**config.mk**
```make
export PLATFORM = sky130hd
export DESIGN_NAME = q4k_fold
export DESIGN_NICKNAME = d
export VERILOG_FILES = /design/src/hdl/q4k_pkg.sv /design/src/hdl/q4k_fold.sv
export SDC_FILE = /design/constraint.sdc
export NUM_CORES = 2
export LEC_CHECK = 0
export CORE_MARGIN = 5
export CORE_UTILIZATION = 65
export DETAILED_ROUTE_END_ITERATION = 16
export DONT_BUFFER_PORTS = 1
export PLACE_DENSITY = 0.81
export REMOVE_ABC_BUFFERS = 1
export SYNTH_ARGS = -nofsm -noshare
export SYNTH_HDL_FRONTEND = slang
export SYNTH_SLANG_ARGS = --single-unit
```
**constraint.sdc**
```tcl
create_clock -name i_clk -period 36 [get_ports i_clk]
set_input_delay 3.6 -clock i_clk [delete_from_list [all_inputs] [get_ports i_clk]]
set_output_delay 3.6 -clock i_clk [all_outputs]
set_load 0.005 [all_outputs]
```
**src/hdl/q4k_pkg.sv**
```systemverilog
// Shared types, constants and decode functions for the Q4_K dot-product block.
package q4k_pkg;

    localparam int ACT_BITS_DEF  = 16;
    localparam int FRAC_BITS_DEF = 24;
    localparam int BLOCK_BYTES   = 128;
    localparam int POS_W         = $clog2(BLOCK_BYTES);
    localparam int SCALE_BYTES   = 12;
    localparam int FRAC_ALIGN    = 24;
    localparam int IN_DATA_W     = 168;
    localparam int OUT_DATA_W    = 64;

    localparam logic MODE_HEADER = 1'b0;
    localparam logic MODE_WEIGHT = 1'b1;

    localparam logic [63:0] INT64_MIN_C = {1'b1, 63'd0};
    localparam logic [63:0] INT64_MAX_C = {1'b0, {63{1'b1}}};

    typedef struct packed {
        logic               ok;
        logic signed [11:0] mant;
        logic signed [6:0]  ex;
    } t_half;

    typedef struct packed {
        logic [5:0] sc;
        logic [5:0] m;
    } t_sub;

    typedef struct packed {
        logic        done;
        logic        sat;
        logic [63:0] acc;
    } t_fold_res;

    // fp16 -> signed mantissa * 2^ex, ok low for inf/NaN
    function automatic t_half half_decode(input logic [15:0] h);
        t_half      r;
        logic [4:0] e;
        logic [11:0] f;
        e = h[14:10];
        f = {2'b00, h[9:0]};
        r.ok = (e != 5'd31);
        if (e == 5'd0) begin
            r.ex = -7'sd24;
        end else begin
            f = f + 12'd1024;
            r.ex = $signed({2'b00, e}) - 7'sd25;
        end
        r.mant = h[15] ? -$signed(f) : $signed(f);
        return r;
    endfunction

    // 6-bit scale and minimum of sub-block j from the twelve packed bytes
    function automatic t_sub sub_params(input logic [8*SCALE_BYTES-1:0] q,
                                        input logic [2:0] j);
        t_sub r;
        int   ji;
        ji = int'(j);
        if (j[2] == 1'b0) begin
            r.sc = q[8*ji +: 6];
            r.m  = q[8*(ji+4) +: 6];
        end else begin
            r.sc = {q[8*(ji-4)+6 +: 2], q[8*(ji+4) +: 4]};
            r.m  = {q[8*ji+6 +: 2], q[8*(ji+4)+4 +: 4]};
        end
        return r;
    endfunction

endpackage

```
**src/hdl/q4k_fold.sv**
```systemverilog
// Super-block fold: exact d*S - dmin*M scaled to fixed point, floored, saturating add.
module q4k_fold import q4k_pkg::*; #(
    parameter int ACT_BITS  = ACT_BITS_DEF,
    parameter int FRAC_BITS = FRAC_BITS_DEF
) (
    input  logic                        i_clk,
    input  logic                        i_rst_n,
    input  logic                        i_start,
    input  logic [15:0]                 i_scale_half,
    input  logic [15:0]                 i_min_half,
    input  logic signed [ACT_BITS+23:0] i_ssum,
    input  logic signed [ACT_BITS+15:0] i_msum,
    input  logic signed [63:0]          i_acc,
    output t_fold_res                   o_res
);

    localparam int PA_W = ACT_BITS + 36;
    localparam int PB_W = ACT_BITS + 28;

    localparam logic [2:0] SP_IDLE  = 3'd0;
    localparam logic [2:0] SP_SPLIT = 3'd1;
    localparam logic [2:0] SP_SUB   = 3'd2;
    localparam logic [2:0] SP_BOR   = 3'd3;
    localparam logic [2:0] SP_ACC   = 3'd4;

    typedef struct packed {
        logic                  sat;
        logic [63:0]           ip;
        logic [FRAC_ALIGN-1:0] fr;
    } t_split;

    typedef struct packed {
        logic        sat;
        logic [63:0] v;
    } t_sat;

    // v * 2^s as floor part plus fraction left-aligned to FRAC_ALIGN bits
    function automatic t_split split_term(input logic signed [63:0] v,
                                          input logic signed [7:0] s);
        t_split             r;
        logic signed [127:0] w;
        logic [5:0]         k;
        logic [63:0]        t;
        r = '0;
        if (!s[7]) begin
            w = 128'(v) <<< s[5:0];
            if (w[127:63] == {65{w[63]}}) begin
                r.ip = w[63:0];
            end else begin
                r.sat = 1'b1;
                r.ip  = w[127] ? INT64_MIN_C : INT64_MAX_C;
            end
        end else begin
            k    = 6'(-s);
            r.ip = v >>> k;
            t    = v << (6'(FRAC_ALIGN) - k);
            r.fr = t[FRAC_ALIGN-1:0];
        end
        return r;
    endfunction

    function automatic t_sat sat_sum(input logic signed [63:0] a,
                                     input logic signed [63:0] b,
                                     input logic sub);
        t_sat              r;
        logic signed [64:0] d;
        d = sub ? (65'(a) - 65'(b)) : (65'(a) + 65'(b));
        r.sat = d[64] ^ d[63];
        r.v   = r.sat ? (d[64] ? INT64_MIN_C : INT64_MAX_C) : d[63:0];
        return r;
    endfunction

    logic [2:0]              r_step, n_step;
    logic                    r_done, n_done;
    logic                    r_bad;
    logic                    r_sat, n_sat;
    logic signed [PA_W-1:0]  r_pa;
    logic signed [PB_W-1:0]  r_pb;
    logic signed [7:0]       r_sa, r_sb;
    logic [63:0]             r_ai, r_bi, r_r;
    logic [FRAC_ALIGN-1:0]   r_fa, r_fb;
    logic                    r_bor;
    logic [63:0]             r_res;

    t_half  w_hd, w_hm;
    t_split w_sa, w_sb;
    t_sat   w_sub, w_bor, w_acc;

    assign w_hd  = half_decode(i_scale_half);
    assign w_hm  = half_decode(i_min_half);
    assign w_sa  = split_term(64'(r_pa), r_sa);
    assign w_sb  = split_term(64'(r_pb), r_sb);
    assign w_sub = sat_sum(r_ai, r_bi, 1'b1);
    assign w_bor = sat_sum(r_r, 64'sd1, 1'b1);
    assign w_acc = sat_sum(i_acc, r_r, 1'b0);

    always_comb begin
        n_step = r_step;
        n_done = 1'b0;
        n_sat  = r_sat;
        unique case (r_step)
            SP_IDLE: begin
                if (i_start) begin
                    n_step = SP_SPLIT;
                    n_sat  = 1'b0;
                end
            end
            SP_SPLIT: begin
                n_step = SP_SUB;
                n_sat  = r_sat | w_sa.sat | w_sb.sat;
            end
            SP_SUB: begin
                n_step = SP_BOR;
                n_sat  = r_sat | w_sub.sat;
            end
            SP_BOR: begin
                n_step = SP_ACC;
                n_sat  = r_sat | (r_bor & w_bor.sat);
            end
            SP_ACC: begin
                n_step = SP_IDLE;
                n_done = 1'b1;
                n_sat  = r_bad | r_sat | w_acc.sat;
            end
            default: begin
                n_step = SP_IDLE;
            end
        endcase
    end

    always_ff @(posedge i_clk) begin
        if (!i_rst_n) begin
            r_step <= SP_IDLE;
            r_done <= 1'b0;
            r_sat  <= 1'b0;
        end else begin
            r_step <= n_step;
            r_done <= n_done;
            r_sat  <= n_sat;
        end
    end

    always_ff @(posedge i_clk) begin
        unique case (r_step)
            SP_IDLE: begin
                r_pa  <= i_ssum * w_hd.mant;
                r_pb  <= i_msum * w_hm.mant;
                r_sa  <= 8'($signed(w_hd.ex)) + 8'(FRAC_BITS);
                r_sb  <= 8'($signed(w_hm.ex)) + 8'(FRAC_BITS);
                r_bad <= !w_hd.ok || !w_hm.ok;
            end
            SP_SPLIT: begin
                r_ai <= w_sa.ip;
                r_fa <= w_sa.fr;
                r_bi <= w_sb.ip;
                r_fb <= w_sb.fr;
            end
            SP_SUB: begin
                r_r   <= w_sub.v;
                r_bor <= (r_fa < r_fb);
            end
            SP_BOR: begin
                if (r_bor) begin
                    r_r <= w_bor.v;
                end
            end
            SP_ACC: begin
                r_res <= r_bad ? i_acc : w_acc.v;
            end
            default: begin
                r_res <= r_res;
            end
        endcase
    end

    assign o_res.done = r_done;
    assign o_res.sat  = r_sat;
    assign o_res.acc  = r_res;

endmodule
```
==> summary.md <==
| Metric | Value |
|---|---|
| Run status | `completed` |
| Number of placement rows | `123` |
| Syn Area/Cell | `8.464 um2` |
| DRT Pass-1 Iters | `10` |
| I/O Buffers | `0` |
| Worst slew margin relative to its limit | `12.34%` |
| Worst-path fanout max | `22` |
| Fraction of the core area covered by cells at the end of the flow | `67.04%` |
| End point of the most critical hold path | `r_sat$_SDFFE_PN0P_` |
| Critical setup path kind | `input pin to flip-flop` |
| Sum of routed wire length over all layers | `221.7 mm` |
| Type of element capturing the critical path | `flip-flop` |
| Via count | `63910` |
| Startpoint kind of the worst setup timing path | `input pin` |
| Root buffer cell | `clkbuf_16` |
| Number of ports placed on the die boundary | `237` |
| Reg-to-reg endpoint | `r_ai[10]$_DFFE_PP_` |
| Post-CTS Resized | `0` |
| H-tree depth | `2` |
| Post-Place Cells | `9614` |
| Setup TNS | `0 ps` |
| Arrival time at the worst endpoint | `11540 ps` |
| Wire length of the first global-routing pass | `347.8 mm` |
| DR iter-0 viols | `7735` |
| TritonCTS clock tree | `done` |
| Synthesized cell area | `73010 um2` |
| Reg-to-reg startpoint | `r_sa[0]$_SDFFCE_PN0P_` |
| Antenna violations before repair | `2` |
| Layout Skew | `38.00 ps` |
| Cells after Synth | `8626` |
| Synth Warn # | `0` |
| Unique cell type count in the Yosys netlist | `91` |
| Die boundary width | `345.1 um` |
| Count of maximum capacitance violations | `0` |
| Final weighted congestion in routability-driven placement | `1.026` |
| Number of synthesized register bits | `421` |
| Worst-case hold slack | `605.4 ps` |
| Die outline height | `345.1 um` |
| Minimum setup slack among reg-to-reg paths | `28670 ps` |
| Remaining Overflow, GRT | `0` |
| Setup repair bufs after CTS | `0` |
| Multi-input combinational cell area | `54730 um2` |
| Seq. cell area | `12590 um2` |
| Fraction of final layout cells with drive strength greater than 1 | `6.298%` |
| Number of standard cells in the layout, taps in and fillers out | `9694` |
| Area Growth Syn to Fin | `2.877%` |
| Number of enable flip-flop cells after synthesis | `416` |
| Largest net degree at the start of global routing | `178` |
| Number of sinks on the clock net | `421` |
| Average wire per standard cell | `22.87 um` |
| Vias per inst | `6.593` |
| Beginning of the worst hold path | `r_sat$_SDFFE_PN0P_` |
| Instance count along the most critical hold path | `2` |
| FF-to-FF path depth | `15` |
| Global-route usage over all layers | `36.03%` |
| Clock network latency to the later pin of the worst-skew pair | `620 ps` |
| Worst hold-check path type | `flip-flop to flip-flop` |
| Via count of the first global-routing pass | `62870` |
| FFs w/ async S/R, synth | `0%` |
| Commonest register cell after synthesis | `edfxtp_1` |
| Buffer levels on the longest clock path | `3` |
| Shortest clock period the worst path allows after layout | `11190 ps` |
| Least-Margin Pin Slew | `1310 ps` |
| Cts bufs inserted | `45` |
| CORE AREA | `112000 um2` |
| Sum of net half-perimeters after detailed placement | `172.4 mm` |
| Floorplan die area | `119100 um2` |
| Fill cells | `9105` |
| Starting density of the core | `65.16%` |
| Total count of max-transition violations in the final report | `0` |
| Detail Route Antenna Nets | `0` |
| DRC violation count after routing | `0` |
| Setup-violating endpoint count in the final report | `0` |
| Required time of the worst setup path | `36350 ps` |
| Fraction of the cycle the final worst path needs | `31.08%` |
| Clock-pin slew on the worst setup and hold paths | `60 ps` |
| Setup repair after global routing missed its margin | `no` |
| Post-synthesis sequential area ratio | `17.25%` |
| Hold-fix buffers, CTS | `0` |
| # nets final | `9454` |
| Top achievable clock speed | `0.08938 GHz` |
| Final count of hold timing violations | `0` |
==> state kept, by name, summed over array words and instances (netlist names), 3 cells and up <==
| name | count |
|---|---|
| r_pb | 44 |
| r_res | 64 |
| r_step | 3 |
| r_sa | 7 |
| r_bi | 64 |
| r_fb | 24 |
| r_pa | 52 |
| r_ai | 64 |
| r_sb | 7 |
| r_fa | 24 |
| r_r | 64 |
==> synth_stat cells (30+ instances only) <==
library cell | number | area share (%)
a211oi_1 | 86 | 0.88
a21o_1 | 149 | 1.5
a21oi_1 | 671 | 4.6
a2bb2oi_1 | 61 | 0.73
a31oi_1 | 102 | 0.87
and2_1 | 203 | 1.7
and3_1 | 51 | 0.44
buf_1 | 63 | 0.32
buf_2 | 35 | 0.24
clkbuf_1 | 491 | 2.5
edfxtp_1 | 416 | 17
fa_1 | 758 | 21
ha_1 | 364 | 6.2
inv_1 | 973 | 5.0
mux2_2 | 81 | 1.2
mux2i_1 | 194 | 2.7
mux4_2 | 160 | 4.9
nand2_1 | 1093 | 5.6
nand2b_1 | 96 | 0.82
nand3_1 | 126 | 0.86
nand4_1 | 48 | 0.41
nor2_1 | 567 | 2.9
nor2b_1 | 258 | 2.2
nor3_1 | 138 | 0.95
o211ai_1 | 96 | 0.99
o21a_1 | 46 | 0.47
o21ai_0 | 405 | 2.8
o21bai_1 | 43 | 0.44
o22ai_1 | 39 | 0.33
o31ai_1 | 30 | 0.31
or2_2 | 33 | 0.28
or3_1 | 39 | 0.33
xnor2_1 | 188 | 2.3
xor2_1 | 121 | 1.5
==> metal layers <==
metal | global-route usage, % | wire length, um
met5 | 0 | 9
met4 | 15.94 | 12670
met1 | 46.94 | 83480
met3 | 7.498 | 23150
met2 | 58.59 | 102400
==> worst max path at each step <==
stage | start | end | slack [ps] | depth (start not counted)
after detailed placement | i_scale_half[3] | r_pa[51]$_DFFE_PP_ | 24290 | 25
after floorplan | r_step[0]$_SDFFE_PN0P_ | r_ai[0]$_DFFE_PP_ | 21750 | 1
after global routing | i_scale_half[3] | r_pa[49]$_DFFE_PP_ | 24320 | 25
final | i_min_half[1] | r_pb[42]$_DFFE_PP_ | 24810 | 27
after CTS | i_scale_half[3] | r_pa[51]$_DFFE_PP_ | 24900 | 25
after global placement | i_scale_half[3] | r_pa[51]$_DFFE_PP_ | 24440 | 23
==> logic make-up after synthesis <==
kind of cell	synth area share [%]
mux	8.845
flops	17.25
fa+ha+maj	27.02
buf+inv	8.327
xor+xnor	3.707
simple gates	17.61
compound gates	17.24
==> layout by cell type, fill, tap and decap left out, types with 101 or more instances in the layout <==
cell type	count
o21ai_0	405
inv_1	972
a31oi_1	101
ha_1	362
a21o_1	148
nor2_1	567
a21oi_1	668
edfxtp_1	416
xor2_1	113
fa_1	758
mux2i_1	194
nor2b_1	258
nand3_1	125
nor3_1	137
nand2_1	1093
mux4_2	160
xnor2_1	163
and2_1	203
==> final cells by class <==
| cell class | count | area share [%] |
|---|---|---|
| clock buffers | 51 | 1.558 |
| clock inverters | 28 | 0.4481 |
| repair buffers | 93 | 0.9629 |
| inverters | 981 | 4.903 |
| well taps | 1500 | 2.499 |
| diodes | 1 | 0.003332 |
| flip-flops and latches | 421 | 16.77 |
| multi-input cells | 6619 | 72.86 |
==> critical path, stage by stage <==
cell and delay, ps:
inv_1 90, ha_1 190, nand2_1 230, or4_1 490
o21ai_0 320, xor2_2 460, buf_4 400, nand2b_1 170
fa_1 440, fa_1 560, fa_1 430, fa_1 450
fa_1 490, inv_1 40, ha_1 330, a2111oi_0 420
o21a_1 180, a21oi_1 90, a2111o_1 420, a31oi_1 260
o21ai_0 230, a21oi_1 320, o22ai_1 180, o31a_1 290
o21a_1 190, nor2_1 140, xnor2_1 90
==> through the flow <==
stage	setup slack (ps)	cell area (um2)
4_1_cts	24900	75110
3_5_place_dp	24290	73600
6_report	24810	75110
5_1_grt	24320	75110
3_3_place_gp	24440	73600
2_1_floorplan	21750	70610
Power is not shown: default switching activity piles up to over one toggle a cycle in this logic, so the estimate is an artifact.
