File: src/hdl/q4k_pkg.sv
// Shared types, constants and decode functions for the Q4_K dot-product block.
package q4k_pkg;

    localparam int ACT_BITS_DEF  = 16;
    localparam int FRAC_BITS_DEF = 24;
    localparam int BLOCK_BYTES   = 128;
    localparam int POS_W         = $clog2(BLOCK_BYTES);
    localparam int SCALE_BYTES   = 12;
    localparam int FRAC_ALIGN    = 24;
    localparam int IN_DATA_W     = 168;
    localparam int OUT_DATA_W    = 64;

    localparam logic MODE_HEADER = 1'b0;
    localparam logic MODE_WEIGHT = 1'b1;

    localparam logic [63:0] INT64_MIN_C = {1'b1, 63'd0};
    localparam logic [63:0] INT64_MAX_C = {1'b0, {63{1'b1}}};

    typedef struct packed {
        logic               ok;
        logic signed [11:0] mant;
        logic signed [6:0]  ex;
    } t_half;

    typedef struct packed {
        logic [5:0] sc;
        logic [5:0] m;
    } t_sub;

    typedef struct packed {
        logic        done;
        logic        sat;
        logic [63:0] acc;
    } t_fold_res;

    // fp16 -> signed mantissa * 2^ex, ok low for inf/NaN
    function automatic t_half half_decode(input logic [15:0] h);
        t_half      r;
        logic [4:0] e;
        logic [11:0] f;
        e = h[14:10];
        f = {2'b00, h[9:0]};
        r.ok = (e != 5'd31);
        if (e == 5'd0) begin
            r.ex = -7'sd24;
        end else begin
            f = f + 12'd1024;
            r.ex = $signed({2'b00, e}) - 7'sd25;
        end
        r.mant = h[15] ? -$signed(f) : $signed(f);
        return r;
    endfunction

    // 6-bit scale and minimum of sub-block j from the twelve packed bytes
    function automatic t_sub sub_params(input logic [8*SCALE_BYTES-1:0] q,
                                        input logic [2:0] j);
        t_sub r;
        int   ji;
        ji = int'(j);
        if (j[2] == 1'b0) begin
            r.sc = q[8*ji +: 6];
            r.m  = q[8*(ji+4) +: 6];
        end else begin
            r.sc = {q[8*(ji-4)+6 +: 2], q[8*(ji+4) +: 4]};
            r.m  = {q[8*ji+6 +: 2], q[8*(ji+4)+4 +: 4]};
        end
        return r;
    endfunction

endpackage

File: src/hdl/q4k_lane.sv
// One nibble lane: sub-block scale times weight, then both products with the activation.
module q4k_lane import q4k_pkg::*; #(
    parameter int ACT_BITS = ACT_BITS_DEF
) (
    input  logic                       i_clk,
    input  logic [5:0]                 i_sc,
    input  logic [5:0]                 i_m,
    input  logic [3:0]                 i_q,
    input  logic signed [ACT_BITS-1:0] i_x,
    output logic signed [ACT_BITS+10:0] o_scaled,
    output logic signed [ACT_BITS+6:0]  o_min
);

    logic [9:0]                 r_scq;
    logic [5:0]                 r_m;
    logic signed [ACT_BITS-1:0] r_x;
    logic signed [ACT_BITS+10:0] r_ps;
    logic signed [ACT_BITS+6:0]  r_pm;

    always_ff @(posedge i_clk) begin
        r_scq <= 10'(i_sc * i_q);
        r_m   <= i_m;
        r_x   <= i_x;
        r_ps  <= $signed({1'b0, r_scq}) * r_x;
        r_pm  <= $signed({1'b0, r_m}) * r_x;
    end

    assign o_scaled = r_ps;
    assign o_min    = r_pm;

endmodule

File: config.mk
export PLATFORM = sky130hd
export DESIGN_NAME = q4k_lane
export DESIGN_NICKNAME = d
export VERILOG_FILES = /design/src/hdl/q4k_pkg.sv /design/src/hdl/q4k_lane.sv
export SDC_FILE = /design/constraint.sdc
export NUM_CORES = 1
export LEC_CHECK = 0
export BUFFER_PORTS_ARGS = -buffer_cell sky130_fd_sc_hd__buf_4
export CAP_MARGIN = 10
export CORE_ASPECT_RATIO = 1.75
export CORE_UTILIZATION = 55
export DETAILED_ROUTE_END_ITERATION = 12
export MAX_ROUTING_LAYER = met4
export PLACE_DENSITY = 0.73
export SETUP_SLACK_MARGIN = 0.3
export SLEW_MARGIN = 10
export SYNTH_ARGS = -nofsm -noshare
export SYNTH_HDL_FRONTEND = slang
export SYNTH_SLANG_ARGS = --single-unit
File: constraint.sdc
create_clock -name i_clk -period 4.6 [get_ports i_clk]
set_input_delay 0.23 -clock i_clk [delete_from_list [all_inputs] [get_ports i_clk]]
set_output_delay 0.23 -clock i_clk [all_outputs]
set_load 0.005 [all_outputs]
==> implementation parameters, run 1 <==
Parameter                              Value

Worst setup path
  Required @ worst endpoint ... 4.87 ns
  Arrival time at the worst endpoint ... between 5 and 6 ns
  Critical path peak fanout ... 6
  Kind of start point of the critical path ... register
  Critical Path Sink Type ... register
  Path type of the worst setup path ... register to register

Die
  Core Box Area ... 21,400 um2
  Total I/O pin count ... 83
  Die outline width ... 114 um
  Initial core utilization ... between 50% and 60%
  Die Footprint ... 22,400 um2
  # rows ... 71
  Height of the die ... approximately 200 um

CTS
  Clock root buffer ... sky130_fd_sc_hd__clkbuf_16
  Clock latency on the worst-skew pair ... 0.39 ns
  TritonCTS clock tree ... built
  Number of buffers created by CTS ... 9
  Buffer depth of the longest clock path ... 2
  Number of sinks handled by clock tree synthesis ... 82
  Clock transition at the registers of the reported paths ... approximately 0.070 ns
  H-Tree Level Count ... 3

STA
  Setup TNS ... -3.76 ns
  Setup repair after global routing missed its margin ... true
  Final number of setup-violating endpoints ... 14
  Number of pins exceeding their max-slew limit in the final report ... 0
  Worst Skew ... about 0.011 ns
  Top achievable clock speed ... 0.201 GHz
  Final worst-path cycle share ... 108%
  Relative slew slack ... 65.5%
  Slew at the pin with the worst max-slew slack ... just over 0.5 ns
  Final hold viol count ... 0
  Final Worst Setup Slack ... -0.386 ns
  Clock period minus final worst setup slack ... approximately 5 ns

Final layout
  Syn-to-layout area delta ... 31.3%
  Share of final-layout standard cells stronger than drive strength 1 ... 28.5%
  Layout net count ... a little under 2,000
  Diodes inserted ... 0
  Fin cells ... 1,849
  Number of filler instances in the final layout ... 1,504

Detailed routing
  WL/cell ... 15.1 um
  Final WL ... 27.8 mm
  Detailed-routing iteration count for the pre-antenna-repair pass ... 4
  Number of nets with antenna violations after routing ... 0
  Detail-routed via count per cell ... 5.07
  Iter 0 DRT Violations ... 346
  Post-route DRC violation count ... 0
  Total number of vias ... 9,371

Yosys
  Mean post-synth cell area ... 9.27 um2
  Fraction of registers with async set or reset after synthesis ... 0%
  Synthesized net count ... 1,666
  Flip-flop cell with the highest count after synthesis ... sky130_fd_sc_hd__dfxtp_1
  Number of enable-type register cells in the synthesized netlist ... 0
  Post-synth design cell area ... 12,000 um2
  Count of synthesis-stage warnings from yosys ... 0
  Gate Count Post-Synth ... 1,292
  Flop and latch count out of synthesis ... 82
  Distinct cell type count of the synthesized netlist ... 51
  Register area share after synthesis ... a little over an eighth

Global route
  Leftover overflow at the end of global routing ... 0
  Global-route wire length before repair ... between 40 and 50 mm
  Vias in the first global route ... 10,400
  Number of antenna violations at the first check in global routing ... 0
  Largest net degree at the start of global routing ... 18
  Total global-route track usage ... 28.0%

Run
  Number of max-capacitance violations reported ... 0

Placement
  I/O Buffers ... 82
  Number of placed instances, taps included ... 1,784
  Final Wtd Congestion ... 0.896
  Sum of net half-perimeters after detailed placement ... 22.6 mm

Status
  Status ... complete, but fails checks
  Violations in the final reports ... setup timing

Min path
  HP Class ... primary input to register
worst max-delay path: stages (launching register included):
cell                      delay, ns
sky130_fd_sc_hd__dfxtp_4       0.38
sky130_fd_sc_hd__and2_4        0.17
sky130_fd_sc_hd__fa_1          0.55
sky130_fd_sc_hd__inv_2         0.04
sky130_fd_sc_hd__fa_1          0.55
sky130_fd_sc_hd__inv_2         0.05
sky130_fd_sc_hd__fa_1          0.46
sky130_fd_sc_hd__fa_1          0.53
sky130_fd_sc_hd__inv_2         0.04
sky130_fd_sc_hd__fa_1          0.49
sky130_fd_sc_hd__inv_2         0.05
sky130_fd_sc_hd__ha_4          0.22
sky130_fd_sc_hd__and2_4        0.14
sky130_fd_sc_hd__a221o_1       0.28
sky130_fd_sc_hd__a311o_1       0.36
sky130_fd_sc_hd__and4b_4       0.25
sky130_fd_sc_hd__nor2_4        0.11
sky130_fd_sc_hd__o21ai_2       0.08
sky130_fd_sc_hd__xnor2_1       0.12
flip-flops by register name, indices dropped and copies added (netlist names):
signal    flops
r_x          16
r_scq        10
r_m           6
o_min        23
o_scaled     27
synth_stat cells, types with 3 or more instances:
cell                       count  area, um2
sky130_fd_sc_hd__o21a_1        4       30.0
sky130_fd_sc_hd__xnor2_1      42        368
sky130_fd_sc_hd__xor2_1       11       96.3
sky130_fd_sc_hd__o21bai_1      7       52.6
sky130_fd_sc_hd__nor2b_1       3       18.8
sky130_fd_sc_hd__inv_1       298       1120
sky130_fd_sc_hd__o21ai_0      20        100
sky130_fd_sc_hd__a21oi_2       3       26.3
sky130_fd_sc_hd__clkbuf_1     32        120
sky130_fd_sc_hd__o311ai_0      3       26.3
sky130_fd_sc_hd__nand3_1       5       25.0
sky130_fd_sc_hd__nor3_1        3       15.0
sky130_fd_sc_hd__o31ai_1       3       22.5
sky130_fd_sc_hd__and3_1        4       25.0
sky130_fd_sc_hd__a21oi_1      47        235
sky130_fd_sc_hd__ha_1        121       1510
sky130_fd_sc_hd__nand2b_1      5       31.3
sky130_fd_sc_hd__nand2_1     136        510
sky130_fd_sc_hd__fa_1        220       4400
sky130_fd_sc_hd__nor2_1       20       75.1
sky130_fd_sc_hd__a21o_1       17        128
sky130_fd_sc_hd__dfxtp_1      82       1640
sky130_fd_sc_hd__and2_1      168       1050
sky130_fd_sc_hd__a31oi_1       3       18.8
sky130_fd_sc_hd__a211oi_1      3       22.5
metal layers:
layer	share of wire (%)	GRT usage, %	vias to the layer above
met3	2.6	3.74	64
met2	58	52.8	177
li1	-	-	4415
met1	36	27.7	4715
met5	0	-	-
met4	3.8	13.7	0
final timing paths:
| kind | startpoint | to | slack [ns] | cells after the start |
|---|---|---|---|---|
| worst min register to register | r_scq[0] | o_scaled[0] | 0.70 | 2 |
| worst max register to register | r_scq[5] | o_scaled[26] | -0.39 | 18 |
| worst max-delay path | r_scq[5] | o_scaled[26] | -0.39 | 18 |
| worst min-delay path | i_sc[0] | r_scq[0] | 0.11 | 2 |
cells in the final DEF, fill, tap and decap left out, types with 6 or more instances in the layout:
master	Yosys	routed
sky130_fd_sc_hd__o21ai_2	2	8
sky130_fd_sc_hd__nand2_2	0	6
sky130_fd_sc_hd__a21oi_4	0	9
sky130_fd_sc_hd__ha_1	121	93
sky130_fd_sc_hd__inv_1	298	283
sky130_fd_sc_hd__o21bai_1	7	6
sky130_fd_sc_hd__inv_2	0	15
sky130_fd_sc_hd__fa_1	220	208
sky130_fd_sc_hd__and2_4	0	12
sky130_fd_sc_hd__buf_6	0	33
sky130_fd_sc_hd__a21oi_2	3	16
sky130_fd_sc_hd__buf_4	0	226
sky130_fd_sc_hd__dfxtp_4	0	19
sky130_fd_sc_hd__and2_1	168	156
sky130_fd_sc_hd__xnor2_1	42	38
sky130_fd_sc_hd__dlygate4sd3_1	0	22
sky130_fd_sc_hd__ha_4	0	25
sky130_fd_sc_hd__clkbuf_16	0	9
sky130_fd_sc_hd__nand2_1	136	127
sky130_fd_sc_hd__xor2_1	11	10
sky130_fd_sc_hd__nor2_1	20	18
sky130_fd_sc_hd__a21o_1	17	16
sky130_fd_sc_hd__dfxtp_1	82	58
sky130_fd_sc_hd__a21oi_1	47	25
sky130_fd_sc_hd__fa_2	0	12
sky130_fd_sc_hd__o21ai_0	20	9
cell families after synthesis:
family	synth area share (%)
AOI/OAI and AO/OA	7.20
xor gates and xnor gates	3.88
adders and majority gates	49.4
buffers and inverters	10.4
DFF	13.7
muxes	0.0836
and+or+nand+nor	15.3
what timing repair did:
| item | in CTS | in global routing |
|---|---|---|
| buffers inserted | 16 | 11 |
| hold buffers | 22 | 0 |
| hold endpoints to repair | 22 | 0 |
| setup endpoints to repair | 27 | 29 |
| gates resized for setup | 117 | 73 |
| pin swaps | 78 | 81 |
layout make-up:
| class | count | area (um2) | share of cell area (%) |
|---|---|---|---|
| Multi-Input combinational cell | 879 | 9910 | 63.1 |
| Timing Repair Buffer | 282 | 2310 | 14.7 |
| Sequential cell | 82 | 1720 | 10.9 |
| Inverter | 298 | 1120 | 7.12 |
| Tap cell | 292 | 365 | 2.32 |
| Clock buffer | 9 | 225 | 1.43 |
| Clock inverter | 7 | 68.8 | 0.438 |
metrics by stage:
stage               hold slack, ns  util, %  area, um2  setup slack (ns)
floorplan                    0.258        -      12500            -0.191
global placement             0.335     66.7      14300            -0.316
detailed placement           0.336     66.7      14300            -0.383
CTS                         0.0886     71.8      15400            -0.360
global route                 0.106     73.4      15700            -0.523
finish                       0.105     73.4      15700            -0.386
Power of run 1 is not shown: default switching activity piles up to over one toggle a cycle in this logic, so the estimate is an artifact.
==> inputs of run 2 (changes only) <==
--- a/config.mk
+++ b/config.mk
@@ -7,7 +7,7 @@
 export LEC_CHECK = 0
 export BUFFER_PORTS_ARGS = -buffer_cell sky130_fd_sc_hd__buf_4
 export CAP_MARGIN = 10
-export CORE_ASPECT_RATIO = 1.75
+export CORE_ASPECT_RATIO = 0.8
 export CORE_UTILIZATION = 55
 export DETAILED_ROUTE_END_ITERATION = 12
 export MAX_ROUTING_LAYER = met4
==> constraint.sdc (replaced) <==
create_clock -name i_clk -period 4 [get_ports i_clk]
set_input_delay 0.4 -clock i_clk [delete_from_list [all_inputs] [get_ports i_clk]]
set_output_delay 0.4 -clock i_clk [all_outputs]
set_load 0.005 [all_outputs]
==> run 2 against run 1 <==
Effect of this change: the flow still finishes with violations (setup timing); setup slack got worse by 0.54 ns; design area rose by 2.9%; die area barely moved; critical path type unchanged; flip-flop and latch count did not move; clock-buffer cell count did not move; routed wire length fell by 3.0%; non-clock buffer count rose by 38.
==> implementation parameters, run 2 (same netlist as run 1, synthesis figures left out) <==
Parameter                              Value

Status
  Status ... complete, but fails checks
  Violations in the final reports ... setup timing

Placement
  Pre-CTS setup slack ... -0.950 ns (-0.567 ns)
  I/O Buffers ... 82 (unchanged)
  Sum of net half-perimeters after detailed placement ... 21.4 mm (-5.6%)
  Final Wtd Congestion ... 0.914 (+2.1%)

Run
  Number of max-capacitance violations reported ... 0 (unchanged)

Detailed routing
  Post-route DRC violation count ... 0 (unchanged)
  WL/cell ... 14.5 um (-3.8%)
  Detail-routed via count per cell ... 5.10 (+0.54%)
  Total number of vias ... 9,498 (+1.4%)
  Iter 0 DRT Violations ... 355 (+2.6%)
  Final WL ... 27.0 mm (-3.0%)
  Detailed-routing iteration count for the pre-antenna-repair pass ... 5 (+1)
  Number of nets with antenna violations after routing ... 0 (unchanged)

Global route
  Vias in the first global route ... 10,100 (-3.0%)
  Total global-route track usage ... 26.9% (-1.1 points)
  Global-route wire length before repair ... 46.3 mm (-2.4%)
  Largest net degree at the start of global routing ... 17 (-1)
  Number of antenna violations at the first check in global routing ... 0 (unchanged)
  Leftover overflow at the end of global routing ... 0 (unchanged)

Final layout
  Layout net count ... 1,964 (+2.0%)
  Diodes inserted ... 0 (unchanged)
  Share of final-layout standard cells stronger than drive strength 1 ... 33.4% (+5.0 points)
  Largest register FFs ... 27 (unchanged)
  Leading cell types in the layout, fill and taps excluded ... 280 x sky130_fd_sc_hd__inv_1, 269 x sky130_fd_sc_hd__buf_4, 205 x sky130_fd_sc_hd__fa_1, 153 x sky130_fd_sc_hd__and2_1, 119 x sky130_fd_sc_hd__nand2_1
  Syn-to-layout area delta ... 35.1%
  Most common cell after layout, fill and taps aside ... sky130_fd_sc_hd__inv_1
  Number of filler instances in the final layout ... 1,422 (-5.5%)

CTS
  Number of buffers created by CTS ... 9 (unchanged)
  Clock latency on the worst-skew pair ... 0.36 ns (-0.03 ns)
  TritonCTS clock tree ... built
  H-Tree Level Count ... 3 (unchanged)
  Clock root buffer ... sky130_fd_sc_hd__clkbuf_16
  Number of sinks handled by clock tree synthesis ... 82 (unchanged)
  Clock transition at the registers of the reported paths ... 0.07 ns (about the same)
  Buffer depth of the longest clock path ... 2 (unchanged)
  Cts-stage hold buffer count ... 0 (-100%)

STA
  Relative slew slack ... 64.4% (-1.1 points)
  Setup repair after global routing missed its margin ... true
  Worst Skew ... 0.00793 ns (-0.00338 ns)
  Final worst-path cycle share ... 123% (+15 points)
  Slew at the pin with the worst max-slew slack ... 0.533 ns (+0.0166 ns)
  Final hold viol count ... 0 (unchanged)
  Final Worst Setup Slack ... -0.928 ns (-0.543 ns)
  Setup TNS ... -19.19 ns (-15.44 ns)
  WHS ... 0.132 ns (+0.0271 ns)
  Clock period minus final worst setup slack ... 4.93 ns (-0.0573 ns)
  Top achievable clock speed ... 0.203 GHz (+1.2%)
  Number of pins exceeding their max-slew limit in the final report ... 0 (unchanged)
  Final number of setup-violating endpoints ... 35 (+21)

Worst setup path
  Count of buffer and inverter cells on the critical path ... 3 (-1)
  Top delay family on crit path ... adder cells
  Cell with the biggest individual delay on the critical path ... sky130_fd_sc_hd__fa_1
  Worst path max stage delay ... 0.54 ns (about the same)
  Critical Path Sink Type ... register
  Cell mode on critical path ... sky130_fd_sc_hd__fa_1
  Reg2reg path depth ... 17 (-1)
  Arrival time at the worst endpoint ... 5.18 ns (-0.07 ns)
  Kind of start point of the critical path ... register
  Total stage count of the critical path ... 17 (-1)
  Required @ worst endpoint ... 4.25 ns (-0.62 ns)
  Path type of the worst setup path ... register to register
  CP Cell Sequence ... nand2_4, fa_1, inv_1, fa_1, fa_1, fa_1, inv_2, fa_1, inv_2, ha_4, and2_4, a221o_1, a311o_1, and4b_4, nor2_4, o21ai_2, xnor2_1
  Critical path peak fanout ... 8 (+2)

Die
  Total I/O pin count ... 83 (unchanged)
  Initial core utilization ... 57.0% (+1.1 points)
  Die outline width ... 167 um (+47%)
  Die Footprint ... 22,400 um2 (about the same)
  Core Box Area ... 21,000 um2 (-1.9%)
  Height of the die ... 134 um (-32%)
  # rows ... 47 (-34%)

Min path
  HP Class ... primary input to register
  Hold Path Stages ... 1 (-1)
[run 2: final cells by class]
| type | count | area [um2] | area share [%] |
|---|---|---|---|
| multi-input cells | 879 | 10100 | 62.2 |
| repair buffers | 320 | 2610 | 16.2 |
| flip-flops and latches | 82 | 1710 | 10.6 |
| inverters | 298 | 1120 | 6.92 |
| well taps | 269 | 337 | 2.08 |
| clock buffers | 9 | 225 | 1.39 |
| clock inverters | 7 | 101 | 0.627 |
[run 2: worst register-to-register path, delay by kind of cell, from the launching register on]
kind | cells | cell delay [ns]
XOR/XNOR | 1 | 0.13
adder cells (fa/ha/maj) | 6 | 2.82
AND/OR/NAND/NOR | 4 | 0.59
buffers and inverters | 3 | 0.14
flip-flops | 1 | 0.41
AO/OA/AOI/OAI | 3 | 0.71
[run 2: layer usage]
metal,vias to the layer above,GRT usage [%],wire length [um]
met3,42,3.36,1200
met5,-,-,0
met2,207,45.6,13700
met4,0,7.87,541
met1,4760,34.0,11500
li1,4489,-,-
[run 2: worst paths after layout]
kind	start	endpoint	slack, ns
worst max register to register	r_scq[6]	o_scaled[26]	-0.93
worst min-delay path	i_m[3]	r_m[3]	0.13
worst min register to register	r_scq[0]	o_scaled[0]	0.66
worst max-delay path	r_scq[6]	o_scaled[26]	-0.93
[run 2: timing repair]
| item | in CTS | in global routing |
|---|---|---|
| buffers inserted | 25 | 32 |
| pin swaps | 66 | 87 |
| gates resized for setup | 87 | 92 |
| endpoints found under the hold margin | 0 | 0 |
| endpoints found under the setup margin | 37 | 38 |
[run 2: through the flow]
step	cell area [um2]	cells	utilization, %
4_1_cts	15500	1832	74.1
3_5_place_dp	14700	1791	70.1
3_3_place_gp	14700	1791	70.1
6_report	16200	1864	77.0
2_1_floorplan	12700	1292	-
5_1_grt	16200	1864	77.0
Power of run 2 is left out for the same reason.
==> inputs of run 3 (changes only) <==
--- a/config.mk
+++ b/config.mk
@@ -13,6 +13,7 @@
 export MAX_ROUTING_LAYER = met4
 export PLACE_DENSITY = 0.73
 export SETUP_SLACK_MARGIN = 0.3
+export SKIP_LAST_GASP = 1
 export SLEW_MARGIN = 10
 export SYNTH_ARGS = -nofsm -noshare
 export SYNTH_HDL_FRONTEND = slang
==> run 3 against run 2 <==
Effect of this change: the run still ends with setup timing left; first-iteration DRC count is 8.2% higher; worst hold slack better by 0.0015 ns; utilization is 0.49 points lower; setup slack worse by 0.0067 ns; critical path type unchanged; largest cell class unchanged.
==> implementation parameters, run 3 (same netlist as run 1, synthesis figures left out) <==
Parameter                              Value

STA
  Final number of setup-violating endpoints ... 35 (unchanged)
  Final worst-path cycle share ... 123% (+0.17 points)
  Relative slew slack ... 64.2% (-0.25 points)
  Final Worst Setup Slack ... -0.935 ns (-0.00668 ns)
  Final hold viol count ... 0 (unchanged)
  Slew at the pin with the worst max-slew slack ... 0.537 ns (+0.00381 ns)
  Number of pins exceeding their max-slew limit in the final report ... 0 (unchanged)
  Setup repair after global routing missed its margin ... true
  Clock period minus final worst setup slack ... 4.94 ns (+0.00668 ns)
  Top achievable clock speed ... 0.203 GHz (-0.14%)
  Worst Skew ... 0.00686 ns (-0.00106 ns)

CTS
  Clock latency on the worst-skew pair ... 0.36 ns (about the same)
  TritonCTS clock tree ... built
  Buffer depth of the longest clock path ... 2 (unchanged)
  H-Tree Level Count ... 3 (unchanged)
  Clock transition at the registers of the reported paths ... 0.07 ns (about the same)
  Number of sinks handled by clock tree synthesis ... 82 (unchanged)
  Number of buffers created by CTS ... 9 (unchanged)
  Clock root buffer ... sky130_fd_sc_hd__clkbuf_16

Final layout
  Largest register FFs ... 27 (unchanged)
  Diodes inserted ... 0 (unchanged)
  Leading cell types in the layout, fill and taps excluded ... 280 x sky130_fd_sc_hd__inv_1, 273 x sky130_fd_sc_hd__buf_4, 204 x sky130_fd_sc_hd__fa_1, 154 x sky130_fd_sc_hd__and2_1, 120 x sky130_fd_sc_hd__nand2_1
  Most common cell after layout, fill and taps aside ... sky130_fd_sc_hd__inv_1
  Final standard cell utilization of the core ... 76.5% (-0.49 points)
  Layout net count ... 1,962 (-0.10%)
  Fin cells ... 1,862 (-0.11%)
  Syn-to-layout area delta ... 34.2%
  Share of final-layout standard cells stronger than drive strength 1 ... 33.0% (-0.40 points)

Die
  Total I/O pin count ... 83 (unchanged)
  Core Box Area ... 21,000 um2 (unchanged)
  Initial core utilization ... 57.0% (unchanged)
  Height of the die ... 134 um (unchanged)
  # rows ... 47 (unchanged)
  Die Footprint ... 22,400 um2 (unchanged)
  Die outline width ... 167 um (unchanged)

Global route
  Number of antenna violations at the first check in global routing ... 0 (unchanged)
  Total global-route track usage ... 26.9% (-0.069 points)
  Leftover overflow at the end of global routing ... 0 (unchanged)
  Vias in the first global route ... 10,000 (-0.94%)
  Largest net degree at the start of global routing ... 17 (unchanged)
  Global-route wire length before repair ... 46.1 mm (-0.39%)

Detailed routing
  Post-route DRC violation count ... 0 (unchanged)
  Detail-routed via count per cell ... 5.06 (-0.75%)
  Total number of vias ... 9,417 (-0.85%)
  Iter 0 DRT Violations ... 384 (+8.2%)
  Final WL ... 27.0 mm (about the same)
  Detailed-routing iteration count for the pre-antenna-repair pass ... 7 (+2)
  WL/cell ... 14.5 um (+0.20%)
  Number of nets with antenna violations after routing ... 0 (unchanged)

Worst setup path
  Worst path max stage delay ... 0.54 ns (about the same)
  Worst reg2reg path startpoint ... r_scq[6]
  Critical Path Sink Type ... register
  Kind of start point of the critical path ... register
  Path type of the worst setup path ... register to register
  Arrival time at the worst endpoint ... 5.18 ns (about the same)
  Required @ worst endpoint ... 4.25 ns (about the same)
  Cell with the biggest individual delay on the critical path ... sky130_fd_sc_hd__fa_1
  Reg2reg path depth ... 17 (unchanged)
  Top delay family on crit path ... adder cells
  CP Cell Sequence ... nand2_4, fa_1, inv_1, fa_1, fa_1, fa_1, inv_2, fa_1, inv_2, ha_4, and2_4, a221o_1, a311o_1, and4b_4, nor2_4, o21ai_2, xnor2_1
  Cell mode on critical path ... sky130_fd_sc_hd__fa_1
  Count of buffer and inverter cells on the critical path ... 3 (unchanged)
  Capture instance of the worst register-to-register path ... o_scaled[26]
  Critical path peak fanout ... 8 (unchanged)
  Internal reg-to-reg setup slack ... -0.94 ns (about the same)

Min path
  Hold Path Stages ... 1 (unchanged)
  Hold path startpoint ... i_m[0]
  HP Class ... primary input to register
  WHS Endpoint ... r_m[0]

Placement
  Final Wtd Congestion ... 0.914 (unchanged)
  Sum of net half-perimeters after detailed placement ... 21.4 mm (unchanged)
  Number of placed instances, taps included ... 1,791 (unchanged)
  Pre-CTS setup slack ... -0.950 ns (unchanged)
  I/O Buffers ... 82 (unchanged)

Status
  Status ... complete, but fails checks
  Violations in the final reports ... setup timing

Run
  Number of max-capacitance violations reported ... 0 (unchanged)
-- run 3: how the worst max path moves through the flow --
| stage | from | end | slack, ns | cells after the start |
|---|---|---|---|---|
| 2_1_floorplan | r_x[5] | o_scaled[26] | -0.79 | 19 |
| 3_3_place_gp | r_scq[5] | o_scaled[26] | -0.87 | 18 |
| 3_5_place_dp | r_scq[5] | o_scaled[26] | -0.95 | 18 |
| 4_1_cts | r_scq[5] | o_scaled[26] | -0.94 | 18 |
| 5_1_grt | r_scq[5] | o_scaled[26] | -1.12 | 21 |
| 6_report | r_scq[6] | o_scaled[26] | -0.94 | 17 |
-- run 3: through the flow --
step / hold WS (ns) / setup TNS (ns) / instance area [um2]
2_1_floorplan: 0.428 / -8.13 / 12700
3_3_place_gp: 0.505 / -15.17 / 14700
3_5_place_dp: 0.505 / -17.24 / 14700
4_1_cts: 0.122 / -17.57 / 15500
5_1_grt: 0.121 / -24.81 / 16100
6_report: 0.134 / -19.47 / 16100
-- run 3: what timing repair did --
item                                    in CTS  in global routing
setup buffers                               25                 30
resized for setup                           78                 84
pin swaps                                   66                 96
endpoints found under the setup margin      37                 38
hold buffers                                 0                  0
-- run 3: layout make-up --
class                   count  area (um2)
fillers                  1446        4920
repair buffers            318        2580
flip-flops and latches     82        1710
clock inverters             7         101
inverters                 298        1120
clock buffers               9         225
multi-input cells         879       10000
well taps                 269         337
-- run 3: metal layers --
metal	global-route usage, %	vias up	wire [um]
met1	34.1	4717	11800
met2	45.4	178	13800
met3	3.33	36	920
met4	7.66	0	530
met5	-	-	0
li1	-	4486	-
Power of run 3 is left out for the same reason.
